[src/design/sqltn_pkg.sv]
package sqltn_pkg;

	localparam int KW_N = 5;

	typedef logic [KW_N-1:0] kw_mask_t;
	typedef logic [2:0]      name_pos_t;

	// Type codes reported in a result word.
	localparam logic [1:0] TYPE_NONE = 2'd0;
	localparam logic [1:0] TYPE_INT  = 2'd1;
	localparam logic [1:0] TYPE_REAL = 2'd2;
	localparam logic [1:0] TYPE_TEXT = 2'd3;

	// Status codes; a nonzero code is also the latched error.
	localparam logic [1:0] STAT_OK     = 2'd0;
	localparam logic [1:0] STAT_SIZE   = 2'd1;
	localparam logic [1:0] STAT_FORMAT = 2'd2;

	localparam logic [7:0] CH_SPACE  = 8'h20;
	localparam logic [7:0] CH_LPAREN = 8'h28;
	localparam logic [7:0] CH_RPAREN = 8'h29;
	localparam logic [7:0] CH_ZERO   = 8'h30;
	localparam logic [7:0] CH_NINE   = 8'h39;
	localparam logic [7:0] CH_LOW_A  = 8'h61;
	localparam logic [7:0] CH_LOW_Z  = 8'h7a;
	localparam logic [7:0] CASE_BIT  = 8'h20;

	localparam name_pos_t POS_MAX = 3'd7;

	// Keywords, left justified: character p sits at bits [63-8p -: 8].
	// Order: int, integer, real, text, varchar.
	localparam logic [63:0] KW_TEXT [KW_N] = '{
		{"int",     40'h0},
		{"integer",  8'h0},
		{"real",    32'h0},
		{"text",    32'h0},
		{"varchar",  8'h0}
	};
	localparam name_pos_t  KW_LEN  [KW_N] = '{3'd3, 3'd7, 3'd4, 3'd4, 3'd7};
	localparam logic [1:0] KW_TYPE [KW_N] = '{TYPE_INT, TYPE_INT, TYPE_REAL,
		TYPE_TEXT, TYPE_TEXT};

	typedef struct packed {
		logic [7:0] ch;
		logic       is_terminator;
	} item_t;

	typedef struct packed {
		logic [1:0]  type_code;
		logic [31:0] size_plus_one;
		logic [1:0]  status;
	} res_t;

	// Keyword matcher outputs: mask after one more letter, and the mask
	// of keywords whose length equals the name length so far.
	typedef struct packed {
		kw_mask_t step_mask;
		kw_mask_t close_mask;
	} kw_t;

	// Type of the first keyword left in the mask.
	function automatic logic [1:0] type_of_mask(input kw_mask_t m);
		logic [1:0] t;
		t = TYPE_NONE;
		for (int k = KW_N - 1; k >= 0; k--) begin
			if (m[k]) begin
				t = KW_TYPE[k];
			end
		end
		return t;
	endfunction

endpackage

[src/design/sqltn_if.sv]
interface sqltn_char_if;
	logic       valid;
	logic       ready;
	logic [7:0] ch;
	logic       is_terminator;

	modport source(output valid, output ch, output is_terminator, input ready);
	modport sink(input valid, input ch, input is_terminator, output ready);
endinterface

interface sqltn_res_if;
	logic        valid;
	logic        ready;
	logic [1:0]  type_code;
	logic [31:0] size_plus_one;
	logic [1:0]  status;

	modport source(output valid, output type_code, output size_plus_one,
		output status, input ready);
	modport sink(input valid, input type_code, input size_plus_one,
		input status, output ready);
endinterface

[src/design/sqltn_kw.sv]
module sqltn_kw (
	input  sqltn_pkg::kw_mask_t  mask,
	input  sqltn_pkg::name_pos_t pos,
	input  logic [7:0]           lc,
	output sqltn_pkg::kw_t       kw
);
	import sqltn_pkg::*;

	// Compare the lowered character against each keyword at the current
	// position; the position never reaches past a keyword that still matches.
	always_comb begin
		for (int k = 0; k < KW_N; k++) begin
			kw.step_mask[k] = mask[k] && (pos < KW_LEN[k])
				&& (KW_TEXT[k][{POS_MAX - pos, 3'b000} +: 8] == lc);
			kw.close_mask[k] = mask[k] && (pos == KW_LEN[k]);
		end
	end

endmodule

[src/design/sqltn_fsm.sv]
module sqltn_fsm (
	input  logic              clk,
	input  logic              arst_n,
	input  logic              fire,
	input  sqltn_pkg::item_t  item,
	output sqltn_pkg::res_t   res
);
	import sqltn_pkg::*;

	typedef enum logic [2:0] {
		PH_LEAD,
		PH_NAME,
		PH_AFTER,
		PH_SIZE,
		PH_TAIL,
		PH_SKIP
	} phase_t;

	phase_t      phase_q, phase_d, close_phase, phase_w;
	name_pos_t   pos_q, pos_d;
	kw_mask_t    mask_q, mask_d, mask_w;
	logic [31:0] acc_q, acc_d, acc_x10;
	logic        seen_q, seen_d;
	logic [1:0]  err_q, err_d;
	logic [7:0]  lc;
	logic        is_letter, in_name;
	kw_t         kw;

	assign lc        = item.ch | CASE_BIT;
	assign is_letter = lc inside {[CH_LOW_A:CH_LOW_Z]};
	assign in_name   = (phase_q == PH_LEAD) || (phase_q == PH_NAME);
	assign acc_x10   = {acc_q[28:0], 3'b000} + {acc_q[30:0], 1'b0}
		+ {28'd0, item.ch[3:0]};

	sqltn_kw u_kw (
		.mask (mask_q),
		.pos  (pos_q),
		.lc   (lc),
		.kw   (kw)
	);

	assign close_phase = (kw.close_mask != '0) ? PH_AFTER : PH_SKIP;

	always_comb begin
		phase_d = phase_q;
		pos_d   = pos_q;
		mask_d  = mask_q;
		acc_d   = acc_q;
		seen_d  = seen_q;
		err_d   = err_q;
		phase_w = in_name ? close_phase : phase_q;
		mask_w  = in_name ? kw.close_mask : mask_q;
		res     = '0;

		if (item.is_terminator) begin
			// A name still open is closed first; leading-space phase closes
			// to the empty name, which reports as unknown.
			if (err_q != STAT_OK) begin
				res.status = err_q;
			end else if (phase_w == PH_SIZE) begin
				res.status = STAT_SIZE;
			end else if (phase_w == PH_AFTER || phase_w == PH_TAIL) begin
				res.type_code     = type_of_mask(mask_w);
				res.size_plus_one = seen_q ? acc_q + 32'd1 : 32'd0;
			end
			phase_d = PH_LEAD;
			pos_d   = '0;
			mask_d  = '1;
			acc_d   = '0;
			seen_d  = 1'b0;
			err_d   = STAT_OK;
		end else if (err_q == STAT_OK) begin
			if (phase_q == PH_LEAD && item.ch == CH_SPACE) begin
				phase_d = PH_LEAD;
			end else if (in_name && is_letter) begin
				phase_d = PH_NAME;
				mask_d  = kw.step_mask;
				pos_d   = (pos_q == POS_MAX) ? POS_MAX : pos_q + 3'd1;
			end else begin
				// The character that ends a name is handled by the phase
				// that the name leads into.
				phase_d = phase_w;
				mask_d  = mask_w;
				case (phase_w)
					PH_AFTER: begin
						if (item.ch == CH_LPAREN) begin
							phase_d = PH_SIZE;
						end else if (item.ch != CH_SPACE) begin
							err_d = STAT_FORMAT;
						end
					end
					PH_SIZE: begin
						if (item.ch == CH_RPAREN) begin
							seen_d  = 1'b1;
							phase_d = PH_TAIL;
						end else if (item.ch inside {[CH_ZERO:CH_NINE]}) begin
							acc_d = acc_x10;
						end else if (item.ch != CH_SPACE) begin
							err_d = STAT_SIZE;
						end
					end
					PH_TAIL: begin
						if (item.ch != CH_SPACE) begin
							err_d = STAT_FORMAT;
						end
					end
					default: begin
					end
				endcase
			end
		end
	end

	always_ff @(posedge clk or negedge arst_n) begin
		if (!arst_n) begin
			phase_q <= PH_LEAD;
			pos_q   <= '0;
			mask_q  <= '1;
			acc_q   <= '0;
			seen_q  <= 1'b0;
			err_q   <= STAT_OK;
		end else if (fire) begin
			phase_q <= phase_d;
			pos_q   <= pos_d;
			mask_q  <= mask_d;
			acc_q   <= acc_d;
			seen_q  <= seen_d;
			err_q   <= err_d;
		end
	end

endmodule

[src/design/sql_type_name_parser.sv]
// Channel  Dir  Fields                                Word
// chars    in   ch[7:0], is_terminator                 one character or end mark
// result   out  type_code[1:0], size_plus_one[31:0],   one per end mark
//               status[1:0]
//
// A word is taken into an input register and worked on from there: one
// character per cycle while no end mark waits there, set by the parser state
// loop (keyword match, size multiply-add by ten and phase update together).
// An end mark passes the input register, then the output register, which
// holds its result word. Reset clears the parser state and both valid
// flags. A stalled result holds only end marks back; characters keep
// flowing until an end mark meets a full output register.
module sql_type_name_parser (
	input logic    clk,
	input logic    arst_n,
	sqltn_char_if.sink   chars,
	sqltn_res_if.source  result
);
	import sqltn_pkg::*;

	logic  valid_s1;
	item_t item_s1;
	logic  out_free, fire;
	res_t  res;
	res_t  res_q;
	logic  out_valid_q;

	// The output register is free when empty or being drained this cycle.
	assign out_free = !out_valid_q || result.ready;

	// Characters never wait; an end mark waits for room in the output.
	assign fire        = valid_s1 && (!item_s1.is_terminator || out_free);
	assign chars.ready = !valid_s1 || fire;

	always_ff @(posedge clk or negedge arst_n) begin
		if (!arst_n) begin
			valid_s1 <= 1'b0;
		end else if (chars.ready) begin
			valid_s1 <= chars.valid;
		end
	end

	always_ff @(posedge clk) begin
		if (chars.ready && chars.valid) begin
			item_s1.ch            <= chars.ch;
			item_s1.is_terminator <= chars.is_terminator;
		end
	end

	sqltn_fsm u_fsm (
		.clk    (clk),
		.arst_n (arst_n),
		.fire   (fire),
		.item   (item_s1),
		.res    (res)
	);

	always_ff @(posedge clk or negedge arst_n) begin
		if (!arst_n) begin
			out_valid_q <= 1'b0;
		end else if (fire && item_s1.is_terminator) begin
			out_valid_q <= 1'b1;
		end else if (result.ready) begin
			out_valid_q <= 1'b0;
		end
	end

	always_ff @(posedge clk) begin
		if (fire && item_s1.is_terminator) begin
			res_q <= res;
		end
	end

	assign result.valid         = out_valid_q;
	assign result.type_code     = res_q.type_code;
	assign result.size_plus_one = res_q.size_plus_one;
	assign result.status        = res_q.status;

endmodule
[src/flat_wrapper.sv]
// flat-port wrapper written by rule: the top's interface ports become plain ports
module sql_type_name_parser_flat import sqltn_pkg::*;
  (clk, arst_n, chars_valid, chars_ch, chars_is_terminator, chars_ready, result_valid, result_type_code, result_size_plus_one, result_status, result_ready);
  sqltn_char_if chars_i ();
  sqltn_res_if result_i ();
  input logic clk;
  input logic arst_n;
  input wire logic [$bits(chars_i.valid)-1:0] chars_valid;
  input wire logic [$bits(chars_i.ch)-1:0] chars_ch;
  input wire logic [$bits(chars_i.is_terminator)-1:0] chars_is_terminator;
  output wire logic [$bits(chars_i.ready)-1:0] chars_ready;
  output wire logic [$bits(result_i.valid)-1:0] result_valid;
  output wire logic [$bits(result_i.type_code)-1:0] result_type_code;
  output wire logic [$bits(result_i.size_plus_one)-1:0] result_size_plus_one;
  output wire logic [$bits(result_i.status)-1:0] result_status;
  input wire logic [$bits(result_i.ready)-1:0] result_ready;
  assign chars_i.valid = chars_valid;
  assign chars_i.ch = chars_ch;
  assign chars_i.is_terminator = chars_is_terminator;
  assign chars_ready = chars_i.ready;
  assign result_valid = result_i.valid;
  assign result_type_code = result_i.type_code;
  assign result_size_plus_one = result_i.size_plus_one;
  assign result_status = result_i.status;
  assign result_i.ready = result_ready;
  sql_type_name_parser u_core (.clk(clk), .arst_n(arst_n), .chars(chars_i), .result(result_i));
endmodule
[config.mk]
export PLATFORM = sky130hd
export DESIGN_NAME = sql_type_name_parser_flat
export DESIGN_NICKNAME = d
export VERILOG_FILES = /design/src/design/sqltn_pkg.sv /design/src/design/sqltn_if.sv /design/src/design/sqltn_kw.sv /design/src/design/sqltn_fsm.sv /design/src/design/sql_type_name_parser.sv /design/src/flat_wrapper.sv
export SDC_FILE = /design/constraint.sdc
export NUM_CORES = 1
export LEC_CHECK = 0
export ABC_AREA = 1
export BUFFER_PORTS_ARGS = -buffer_cell sky130_fd_sc_hd__buf_4
export CAP_MARGIN = 5
export CORE_MARGIN = 2
export CORE_UTILIZATION = 45
export DETAILED_ROUTE_END_ITERATION = 12
export PLACE_DENSITY = 0.59
export SLEW_MARGIN = 10
export SYNTH_ARGS = -nofsm -noshare
export SYNTH_HDL_FRONTEND = slang
export SYNTH_SLANG_ARGS = --single-unit
export TNS_END_PERCENT = 30
[constraint.sdc]
create_clock -name clk -period 3.25 [get_ports clk]
set_clock_uncertainty 0.1 [all_clocks]
set_input_delay 0.65 -clock clk [delete_from_list [all_inputs] [get_ports clk]]
set_output_delay 0.65 -clock clk [all_outputs]
set_load 0.02 [all_outputs]
==> qor.csv, run 1 <==
stage,metric,value,unit
logic_synthesis,"Top FF cell, synth",edfxtp_1,
clock_network,number of hold buffers added after CTS,0,
clock_network,clock sinks,93,
logic_synthesis,largest family of logic cells by synthesized area,simple AND/OR/NAND/NOR gates,
timing,Tcrit/Tclk final,0.877,
worst_setup_path,Worst setup EP type,flop,
logic_synthesis,"area leader, netlist",edfxtp_1,
logic_synthesis,Synth Area in Adders,0.110,
clock_network,Longest Clk Path Bufs,2,
logic_synthesis,simple logic cell fraction of the synthesized area,0.362,
timing,relative slew slack,0.539,
floorplanning,die height,136,um
placement,DP HPWL,16.5,mm
clock_network,post-CTS setup buffer count,0,
clock_network,clk_lat worst skew,0.36,ns
floorplanning,Core Region,17200,sq um
final_layout,footprint of the multi-input gates,4590,sq um
logic_synthesis,synth top area cells,"edfxtp_1, nand2_1, dfrtp_1, ha_1, inv_1",
worst_hold_path,Min-Delay Path Class,primary input to asynchronous set/reset pin,
run,max-cap violation count,0,
global_route,initial antenna violation count,0,
placement,count of input and output buffers,50,
logic_synthesis,syn nets,1193,
pwr,Lkg Pwr,4.34,nW
timing,post-layout minimum cycle time,2.85,ns
logic_synthesis,synth cell count leaders,"nand2_1, inv_1, nor2_1, ha_1, nand3_1",
logic_synthesis,Synth Instances,1112,
worst_setup_path,CP required,3.40,ns
detailed_routing,# DRC,0,
clock_network,Resize count post-CTS,0,
final_layout,Area Overhead vs Synth,11.4,%
detailed_routing,WL final,21.0,mm
floorplanning,Die ar.,18500,sq um
pwr,PwrDens,544,nW/um^2
floorplanning,Initial Util,0.457,
detailed_routing,1st-pass router iterations,5,
worst_setup_path,CP Launch Type,flop,
floorplanning,row count,48,
final_layout,Antenna Cells,0,
timing,Max Freq,351,MHz
logic_synthesis,synth warn,0,
timing,final hold violations,0,
timing,# setup viols final,0,
timing,Total Neg Setup Slack,0,ns
pwr,worst vdd ir,0.292,mV
timing,worst slew pin tran,0.691,ns
placement,pre-CTS setup slack,0.438,ns
detailed_routing,routed vias,7130,
worst_setup_path,critical path class,flop to flop,
timing,setup slack after layout,0.401,ns
global_route,largest net degree at the start of global routing,49,
detailed_routing,Starting DRT DRC Count,812,
logic_synthesis,register area share after synthesis,0.326,
floorplanning,I/O Pins,51,
clock_network,CTS buffer count,9,
logic_synthesis,Post-synth EDFFs,45,
status,status,"complete, no violations",
final_layout,layout cells sized above 1,0.116,
timing,final slew viol count,0,
logic_synthesis,mux share of post-synthesis cell area,0,
logic_synthesis,most common cell in the synthesized netlist,nand2_1,
detailed_routing,post-route ant nets,0,
global_route,vias in the first global route,6360,
floorplanning,Die X-Extent,136,um
global_route,gr usage total,0.238,
worst_setup_path,CP max FO,7,
final_layout,NumNets Final,1244,
global_route,total global routing overflow,0,
logic_synthesis,share of the synthesized area in the top cell type,0.172,
worst_setup_path,CP Data Arrival Time,3.00,ns
clock_network,clk slew on worst S/H paths,0.07,ns
clock_network,CTS tree,yes,
logic_synthesis,XOR/XNOR Fraction of Synth Area,0.0390,
pwr,total power,4.76,mW
clock_network,H-tree depth,3,
logic_synthesis,Syn Area/Cell,7.07,sq um
logic_synthesis,"flops & latches, synth",93,
clock_network,clock tree root driver cell,clkbuf_16,
logic_synthesis,compound-cell area share of the yosys netlist,0.0723,
final_layout,Fill cells,1722,
placement,RePlAce Congestion,0.945,
logic_synthesis,synth unique cells,43,
timing,RSZ-0062 raised after global routing,false,
final_layout,Reg area,2560,sq um
logic_synthesis,Syn Std Cell Area,7860,sq um
global_route,first-pass GRT wire length,34.2,mm
detailed_routing,vias per cell,5.12,
detailed_routing,post-DR wirelength/cell,15.1,um
logic_synthesis,"Async S/R FF share, synth",0.516,
## power by group
part	internal, mW	total [mW]	leakage [nW]	switching, mW
registers	1.45	1.76	1.07	0.314
logic	0.684	1.80	3.10	1.11
clock network	0.703	1.20	0.165	0.498
## registers in the layout, summed over array words and instances, names as in the netlist, 2 cells and up
signal and flops:
u_core.u_fsm.mask_q 5, u_core.result.size_plus_one 32, u_core.item_s1 9, u_core.result.status 2, u_core.u_fsm.err_q 2, u_core.u_fsm.pos_q 3
u_core.u_fsm.phase_q 3, u_core.result.type_code 2, u_core.u_fsm.acc_q 32
## routing by layer
layer | vias up | share of wire | GRT usage
li1 | 3694 | - | -
met1 | 3170 | 0.51 | 0.378
met2 | 237 | 0.39 | 0.325
met3 | 29 | 0.077 | 0.0410
met4 | 0 | 0.018 | 0.0637
met5 | - | 0 | 0
## stage by stage
stage / hold slack (ns) / cell area, sq um / instances / util
2_1_floorplan: 0.254 / 7860 / 1112 / -
3_3_place_gp: 0.389 / 8420 / 1377 / 0.490
3_5_place_dp: 0.393 / 8420 / 1377 / 0.490
4_1_cts: 0.267 / 8750 / 1393 / 0.510
5_1_grt: 0.284 / 8750 / 1393 / 0.510
6_report: 0.223 / 8750 / 1393 / 0.510
## kinds of logic after synthesis
kind of cell,after synthesis
buf+inv,168
compound gates,97
simple gates,651
xor+xnor,35
fa+ha+maj,68
flops,93
## layout by cell type (no fill, tap or decap), types with 2 or more instances in the layout
master,Yosys,layout
ha_1,66,66
nor2_4,2,2
nand2_2,8,8
xnor2_1,13,13
nand4_1,22,22
inv_2,6,6
a21oi_1,30,30
o21bai_1,3,3
nand3_2,9,9
edfxtp_1,45,45
nand2_4,3,3
nor2_1,130,130
o211ai_1,4,4
o21ai_0,29,29
buf_4,2,51
nor3_1,21,21
inv_8,1,2
bufinv_16,0,2
o21ai_1,4,4
or2_1,2,2
clkbuf_16,0,9
o22ai_1,13,13
nor2_2,9,9
nand2_1,357,357
xor2_1,22,22
or2_2,10,10
nor3_2,2,2
nand3b_1,8,8
and2_1,3,3
inv_1,149,149
dfstp_2,5,5
fa_1,2,2
dfrtp_1,43,43
a21oi_2,10,10
nand3_1,62,62
## final cells by class
| type | count | area share |
|---|---|---|
| Multi-Input combinational cell | 851 | 0.524 |
| Sequential cell | 93 | 0.292 |
| Inverter | 156 | 0.0677 |
| Timing Repair Buffer | 52 | 0.0460 |
| Tap cell | 225 | 0.0322 |
| Clock buffer | 10 | 0.0273 |
| Clock inverter | 6 | 0.0104 |
## final timing paths
path | from | endpoint | slack, ns | cells after the start
min in group clk | chars_ch[6] | u_core.item_s1[7] | 0.36 | 1
worst min-delay path | arst_n | u_core.u_fsm.pos_q[1] | 0.22 | 1
max in group asynchronous | arst_n | u_core.u_fsm.seen_q | 2.35 | 1
worst min register to register | u_core.u_fsm.mask_q[3] | u_core.u_fsm.mask_q[3] | 0.40 | 2
worst max register to register | u_core.item_s1[4] | u_core.u_fsm.acc_q[26] | 0.40 | 12
worst max-delay path | u_core.item_s1[4] | u_core.u_fsm.acc_q[26] | 0.40 | 12
## critical path: stages (launching register included)
cell      delay, ns
edfxtp_1       0.52
inv_2          0.11
fa_1           0.50
inv_1          0.07
fa_1           0.50
nand3_1        0.12
nand3_1        0.16
nand2_1        0.10
nand3_1        0.15
nand2_1        0.15
nand4_1        0.13
nand3_2        0.10
nand2_1        0.05
Note: power is estimated with default switching activity, not from simulation.
==> run 2: changes to the inputs <==
- clock period: 3.25 -> 3.2 ns (I/O delays scaled with it)
==> run 2 against run 1 <==
  * Sequential cell count did not move
  * Global-route usage rose by 0.32 points
  * Hold slack improved by 0.0018 ns
  * Setup slack got worse by 0.027 ns
  * Utilization fell by 0.073 points
  * Maximum frequency rose by 0.83%
  * First-iteration DRC count fell by 1.4%
  * Clock power fell by 4%
  * Largest cell class unchanged
  * Highest routed layer unchanged
==> qor.csv, run 2 (same netlist as run 1, synthesis figures left out) <==
stage,metric,value,unit,change
worst_setup_path,Reg2Reg Capture Point,u_core.u_fsm.acc_q[30],,was u_core.u_fsm.acc_q[26]
worst_setup_path,CP Cell Sequence,inv_2 > fa_1 > inv_1 > fa_1 > nand3_1 > nand3_1 > nand3_1 > nand3_1 > nand2_1 > nand3_1 > nand3_2 > nand2_1,,was inv_2 > fa_1 > inv_1 > fa_1 > nand3_1 > nand3_1 > nand2_1 > nand3_1 > nand2_1 > nand4_1 > nand3_2 > nand2_1
timing,final hold violations,0,,unchanged
floorplanning,row count,48,,unchanged
detailed_routing,WL final,21.2,mm,was 21.0 mm
global_route,gr usage total,0.241,,was 0.238
global_route,vias in the first global route,6569,,was 6360
floorplanning,Core Region,17200,sq um,unchanged
pwr,P_int,2.80,mW,was 2.84 mW
global_route,largest net degree at the start of global routing,49,,unchanged
pwr,Lkg Pwr,4.34,nW,about the same
clock_network,post-CTS setup buffer count,0,,unchanged
timing,relative slew slack,0.533,,was 0.539
pwr,sw power,1.99,mW,was 1.93 mW
worst_setup_path,critical path class,flop to flop,,unchanged
timing,final slew viol count,0,,unchanged
worst_setup_path,CP Launch Type,flop,,unchanged
pwr,worst vdd ir,0.302,mV,was 0.292 mV
clock_network,Longest Clk Path Bufs,2,,unchanged
clock_network,clock sinks,93,,unchanged
global_route,first-pass GRT wire length,34.8,mm,was 34.2 mm
detailed_routing,post-route ant nets,0,,unchanged
detailed_routing,# DRC,0,,unchanged
status,status,"complete, no violations",,unchanged
clock_network,clk_lat worst skew,0.36,ns,about the same
worst_setup_path,worst reg-to-reg path cell count,12,,unchanged
timing,RSZ-0062 raised after global routing,false,,unchanged
placement,count of input and output buffers,50,,unchanged
clock_network,clk slew on worst S/H paths,0.08,ns,was 0.07 ns
timing,worst slew pin tran,0.700,ns,was 0.691 ns
detailed_routing,post-DR wirelength/cell,15.2,um,was 15.1 um
timing,Total Neg Setup Slack,0,ns,unchanged
global_route,initial antenna violation count,0,,unchanged
worst_setup_path,RR Startpoint,u_core.item_s1[4],,unchanged
pwr,total power,4.78,mW,was 4.76 mW
worst_setup_path,CP bufs+invs,2,,unchanged
clock_network,number of hold buffers added after CTS,0,,unchanged
clock_network,CTS tree,yes,,unchanged
clock_network,H-tree depth,3,,unchanged
final_layout,Antenna Cells,0,,unchanged
timing,Fin Hold WS,0.224,ns,was 0.223 ns
pwr,clock power share,0.240,,was 0.252
timing,# setup viols final,0,,unchanged
worst_setup_path,CP Data Arrival Time,2.98,ns,was 3.00 ns
placement,placed insts,1378,,was 1377
pwr,sequential power share,0.375,,was 0.370
detailed_routing,Starting DRT DRC Count,801,,was 812
final_layout,Layout Utilization,0.509,,was 0.510
floorplanning,Die X-Extent,136,um,unchanged
worst_setup_path,"reg-to-reg slack, setup",0.37,ns,was 0.40 ns
clock_network,Resize count post-CTS,0,,unchanged
placement,DP HPWL,16.7,mm,was 16.5 mm
final_layout,NumNets Final,1245,,was 1244
final_layout,layout cells sized above 1,0.117,,was 0.116
timing,post-layout minimum cycle time,2.83,ns,was 2.85 ns
pwr,Sw Share,0.415,,was 0.404
final_layout,"commonest non-fill, non-tap cell in the layout",nand2_1,,unchanged
final_layout,"commonest cells after routing, fill and taps aside","nand2_1, inv_1, nor2_1, ha_1, nand3_1",,unchanged
worst_setup_path,Critical Path Max Stage Delay,0.51,ns,was 0.52 ns
global_route,total global routing overflow,0,,unchanged
pwr,Gate power share,0.385,,was 0.377
placement,pre-CTS setup slack,0.375,ns,was 0.438 ns
run,max-cap violation count,0,,unchanged
pwr,PwrDens,547,nW/um^2,was 544 nW/um^2
final_layout,Post-Layout Cell Count,1394,,was 1393
detailed_routing,vias per cell,5.15,,was 5.12
worst_setup_path,CP max FO,7,,unchanged
placement,placed cell area,8430,sq um,was 8420 sq um
detailed_routing,routed vias,7178,,was 7130
timing,Max Freq,354,MHz,was 351 MHz
clock_network,clock tree root driver cell,clkbuf_16,,unchanged
worst_setup_path,critical path's most frequent cell,nand3_1,,
floorplanning,I/O Pins,51,,unchanged
worst_setup_path,Worst setup EP type,flop,,unchanged
floorplanning,die height,136,um,unchanged
worst_hold_path,Min-Delay Path Class,primary input to asynchronous set/reset pin,,unchanged
final_layout,Area Overhead vs Synth,11.3,%,was 11.4%
clock_network,CTS buffer count,9,,unchanged
timing,Tcrit/Tclk final,0.883,,was 0.877
detailed_routing,1st-pass router iterations,6,,was 5
floorplanning,Initial Util,0.457,,unchanged
worst_setup_path,Worst path top cell family by delay,adder cells,,unchanged
placement,RePlAce Congestion,0.947,,was 0.945
timing,setup slack after layout,0.374,ns,was 0.401 ns
final_layout,post-layout instance area,8740,sq um,was 8750 sq um
worst_setup_path,CP required,3.35,ns,was 3.40 ns
floorplanning,Die ar.,18500,sq um,unchanged
worst_setup_path,CP max-delay cell,edfxtp_1,,unchanged
-- run 2: power by group through the flow --
stage               combinational, mW  clock (mW)  sequential (mW)
floorplan                        1.38           0             1.72
global placement                 1.82           0             1.80
detailed placement               1.83           0             1.81
CTS                              1.83        1.18             1.78
global route                     2.08        1.22             1.82
finish                           1.84        1.15             1.79
-- run 2: how the worst max path moves through the flow --
stage	depth (start not counted)	end	from	slack, ns
CTS	12	u_core.u_fsm.acc_q[30]	u_core.item_s1[4]	0.36
global route	12	u_core.u_fsm.acc_q[22]	u_core.item_s1[4]	0.09
finish	12	u_core.u_fsm.acc_q[30]	u_core.item_s1[4]	0.37
detailed placement	12	u_core.u_fsm.acc_q[30]	u_core.item_s1[4]	0.37
global placement	12	u_core.u_fsm.acc_q[30]	u_core.item_s1[4]	0.45
floorplan	12	u_core.u_fsm.acc_q[26]	u_core.item_s1[4]	0.70
-- run 2: layout make-up --
class,count,area (sq um)
multi-input combinational,851,4590
timing repair buffer,53,410
clock inverter,4,32.5
fill,1751,8430
inverter,156,593
tap,225,282
clock buffer,12,278
sequential,93,2560
-- run 2: layer usage --
layer,global-route usage,vias up,wire (um),part of all wire
met5,0,-,0,0
met4,0.0544,0,235,0.011
met3,0.0425,14,1520,0.072
met2,0.336,231,8610,0.41
met1,0.381,3249,10800,0.51
li1,-,3684,-,-
==> run 3: changes to the inputs <==
- CORE_UTILIZATION: 45 -> 47
- PLACE_DENSITY: 0.59 -> 0.61
==> run 3 against run 2 <==
  * Critical path depth did not move
  * Power up 1.5%
  * Wire length down 0.63%
  * Count of clock-buffer cells in the layout is 1 lower
  * Setup slack worse by 0.016 ns
  * Combinational power barely moved
  * Global-route usage increased by 0.21 points
  * Sequential share of layout area about the same
  * Register-to-register slack worse by 0.02 ns
  * Utilization rose by 2.2 points
  * Highest routed layer unchanged
==> qor.csv, run 3 (same netlist as run 1, synthesis figures left out) <==
stage,metric,value,unit,change
worst_setup_path,worst reg-to-reg path cell count,12,,unchanged
placement,DP HPWL,16.5,mm,was 16.7 mm
floorplanning,die height,133,um,was 136 um
worst_setup_path,CP Launch Type,flop,,unchanged
floorplanning,Core Region,16500,sq um,was 17200 sq um
detailed_routing,vias per cell,5.19,,was 5.15
global_route,vias in the first global route,6537,,was 6569
timing,final hold violations,0,,unchanged
detailed_routing,1st-pass router iterations,5,,was 6
clock_network,CTS tree,yes,,unchanged
timing,Tcrit/Tclk final,0.888,,was 0.883
timing,post-layout minimum cycle time,2.84,ns,was 2.83 ns
timing,relative slew slack,0.549,,was 0.533
status,status,"complete, no violations",,unchanged
clock_network,clk slew on worst S/H paths,0.08,ns,about the same
worst_setup_path,critical path class,flop to flop,,unchanged
detailed_routing,routed vias,7216,,was 7178
timing,RSZ-0062 raised after global routing,false,,unchanged
worst_setup_path,Setup crit end,u_core.u_fsm.acc_q[26],,was u_core.u_fsm.acc_q[30]
timing,# setup viols final,0,,unchanged
floorplanning,row count,47,,was 48
final_layout,footprint of the multi-input gates,4590,sq um,unchanged
worst_hold_path,Min-Delay Path Class,primary input to asynchronous set/reset pin,,unchanged
placement,placed cell area,8430,sq um,about the same
placement,RePlAce Congestion,0.911,,was 0.947
detailed_routing,post-DR wirelength/cell,15.1,um,was 15.2 um
timing,Fin Hold WS,0.209,ns,was 0.224 ns
final_layout,Fill cells,1631,,was 1751
global_route,first-pass GRT wire length,34.0,mm,was 34.8 mm
clock_network,clock sinks,93,,unchanged
worst_setup_path,CP max FO,7,,unchanged
clock_network,Longest Clk Path Bufs,2,,unchanged
timing,worst slew pin tran,0.677,ns,was 0.700 ns
global_route,total global routing overflow,0,,unchanged
final_layout,Area Overhead vs Synth,11.4,%,was 11.3%
clock_network,clock tree root driver cell,clkbuf_16,,unchanged
clock_network,H-tree depth,3,,unchanged
worst_setup_path,CP required,3.35,ns,about the same
pwr,total power,4.86,mW,was 4.78 mW
run,max-cap violation count,0,,unchanged
worst_setup_path,Reg2Reg Capture Point,u_core.u_fsm.acc_q[26],,was u_core.u_fsm.acc_q[30]
clock_network,clk_lat worst skew,0.36,ns,about the same
worst_setup_path,RR Startpoint,u_core.item_s1[4],,unchanged
timing,Max Freq,352,MHz,was 354 MHz
floorplanning,I/O Pins,51,,unchanged
final_layout,Antenna Cells,0,,unchanged
floorplanning,Die ar.,17800,sq um,was 18500 sq um
global_route,gr usage total,0.243,,was 0.241
floorplanning,Die X-Extent,133,um,was 136 um
timing,final slew viol count,0,,unchanged
final_layout,post-layout instance area,8750,sq um,was 8740 sq um
worst_setup_path,Worst setup EP type,flop,,unchanged
worst_setup_path,"reg-to-reg slack, setup",0.36,ns,was 0.37 ns
final_layout,Reg area,2560,sq um,unchanged
clock_network,post-CTS setup buffer count,0,,unchanged
floorplanning,Initial Util,0.477,,was 0.457
timing,Total Neg Setup Slack,0,ns,unchanged
final_layout,"commonest cells after routing, fill and taps aside","nand2_1, inv_1, nor2_1, ha_1, nand3_1",,unchanged
pwr,worst vdd ir,0.286,mV,was 0.302 mV
clock_network,CTS buffer count,9,,unchanged
worst_setup_path,CP Data Arrival Time,2.99,ns,was 2.98 ns
detailed_routing,Starting DRT DRC Count,649,,was 801
final_layout,layout cells sized above 1,0.116,,was 0.117
placement,count of input and output buffers,50,,unchanged
global_route,initial antenna violation count,0,,unchanged
clock_network,number of hold buffers added after CTS,0,,unchanged
worst_setup_path,Worst Setup SP,u_core.item_s1[4],,unchanged
pwr,PwrDens,555,nW/um^2,was 547 nW/um^2
detailed_routing,WL final,21.1,mm,was 21.2 mm
final_layout,"commonest non-fill, non-tap cell in the layout",nand2_1,,unchanged
final_layout,NumNets Final,1246,,was 1245
global_route,largest net degree at the start of global routing,49,,unchanged
pwr,Lkg Pwr,4.34,nW,about the same
detailed_routing,# DRC,0,,unchanged
clock_network,Resize count post-CTS,0,,unchanged
detailed_routing,post-route ant nets,0,,unchanged
[run 3: cell types whose count changed in the layout (fill, tap and decap cells not counted)]
cell / delta
inv_6: -1
buf_4: +1
clkbuf_8: -2
clkbuf_1: +2
inv_4: -1
clkbuf_16: -1
bufinv_16: +2
clkinvlp_4: +1
[run 3: worst min-delay path by stage]
| stage | startpoint | to | depth (start not counted) |
|---|---|---|---|
| global route | arst_n | u_core.u_fsm.acc_q[23] | 1 |
| detailed placement | u_core.u_fsm.mask_q[1] | u_core.u_fsm.mask_q[1] | 2 |
| CTS | arst_n | u_core.u_fsm.acc_q[23] | 1 |
| finish | arst_n | u_core.u_fsm.acc_q[23] | 1 |
| floorplan | arst_n | u_core.result.valid | 0 |
| global placement | u_core.u_fsm.mask_q[1] | u_core.u_fsm.mask_q[1] | 2 |
[run 3: critical path, cell delays in order (launching register included)]
cell and delay (ns):
edfxtp_1 0.51, inv_2 0.10, fa_1 0.50, inv_1 0.07, fa_1 0.49, nand3_1 0.12
nand3_1 0.15, nand2_1 0.09, nand3_1 0.15, nand2_1 0.14, nand4_1 0.14, nand3_2 0.12
nand2_1 0.05
[run 3: power breakdown]
group          switching, mW  total, mW  internal, mW
clock network          0.503       1.19         0.691
logic                   1.17       1.87         0.700
registers              0.317       1.79          1.47
[run 3: layout make-up]
| type | instances | share of cell area |
|---|---|---|
| Multi-Input combinational cell | 851 | 0.524 |
| Sequential cell | 93 | 0.292 |
| Inverter | 156 | 0.0678 |
| Timing Repair Buffer | 54 | 0.0478 |
| Tap cell | 220 | 0.0315 |
| Clock buffer | 11 | 0.0266 |
| Clock inverter | 5 | 0.00972 |
[run 3: layer usage]
| layer | GRT usage | routed length (um) | up-vias |
|---|---|---|---|
| li1 | - | - | 3691 |
| met1 | 0.392 | 11100 | 3299 |
| met2 | 0.342 | 8530 | 204 |
| met3 | 0.0289 | 1170 | 22 |
| met4 | 0.0579 | 284 | 0 |
| met5 | 0 | 0 | - |
[run 3: metrics by stage]
step	std cells	worst slack, ns	util
detailed placement	1374	0.433	0.512
finish	1390	0.359	0.531
global route	1390	0.180	0.531
global placement	1374	0.478	0.512
CTS	1390	0.377	0.531
floorplan	1112	0.699	-
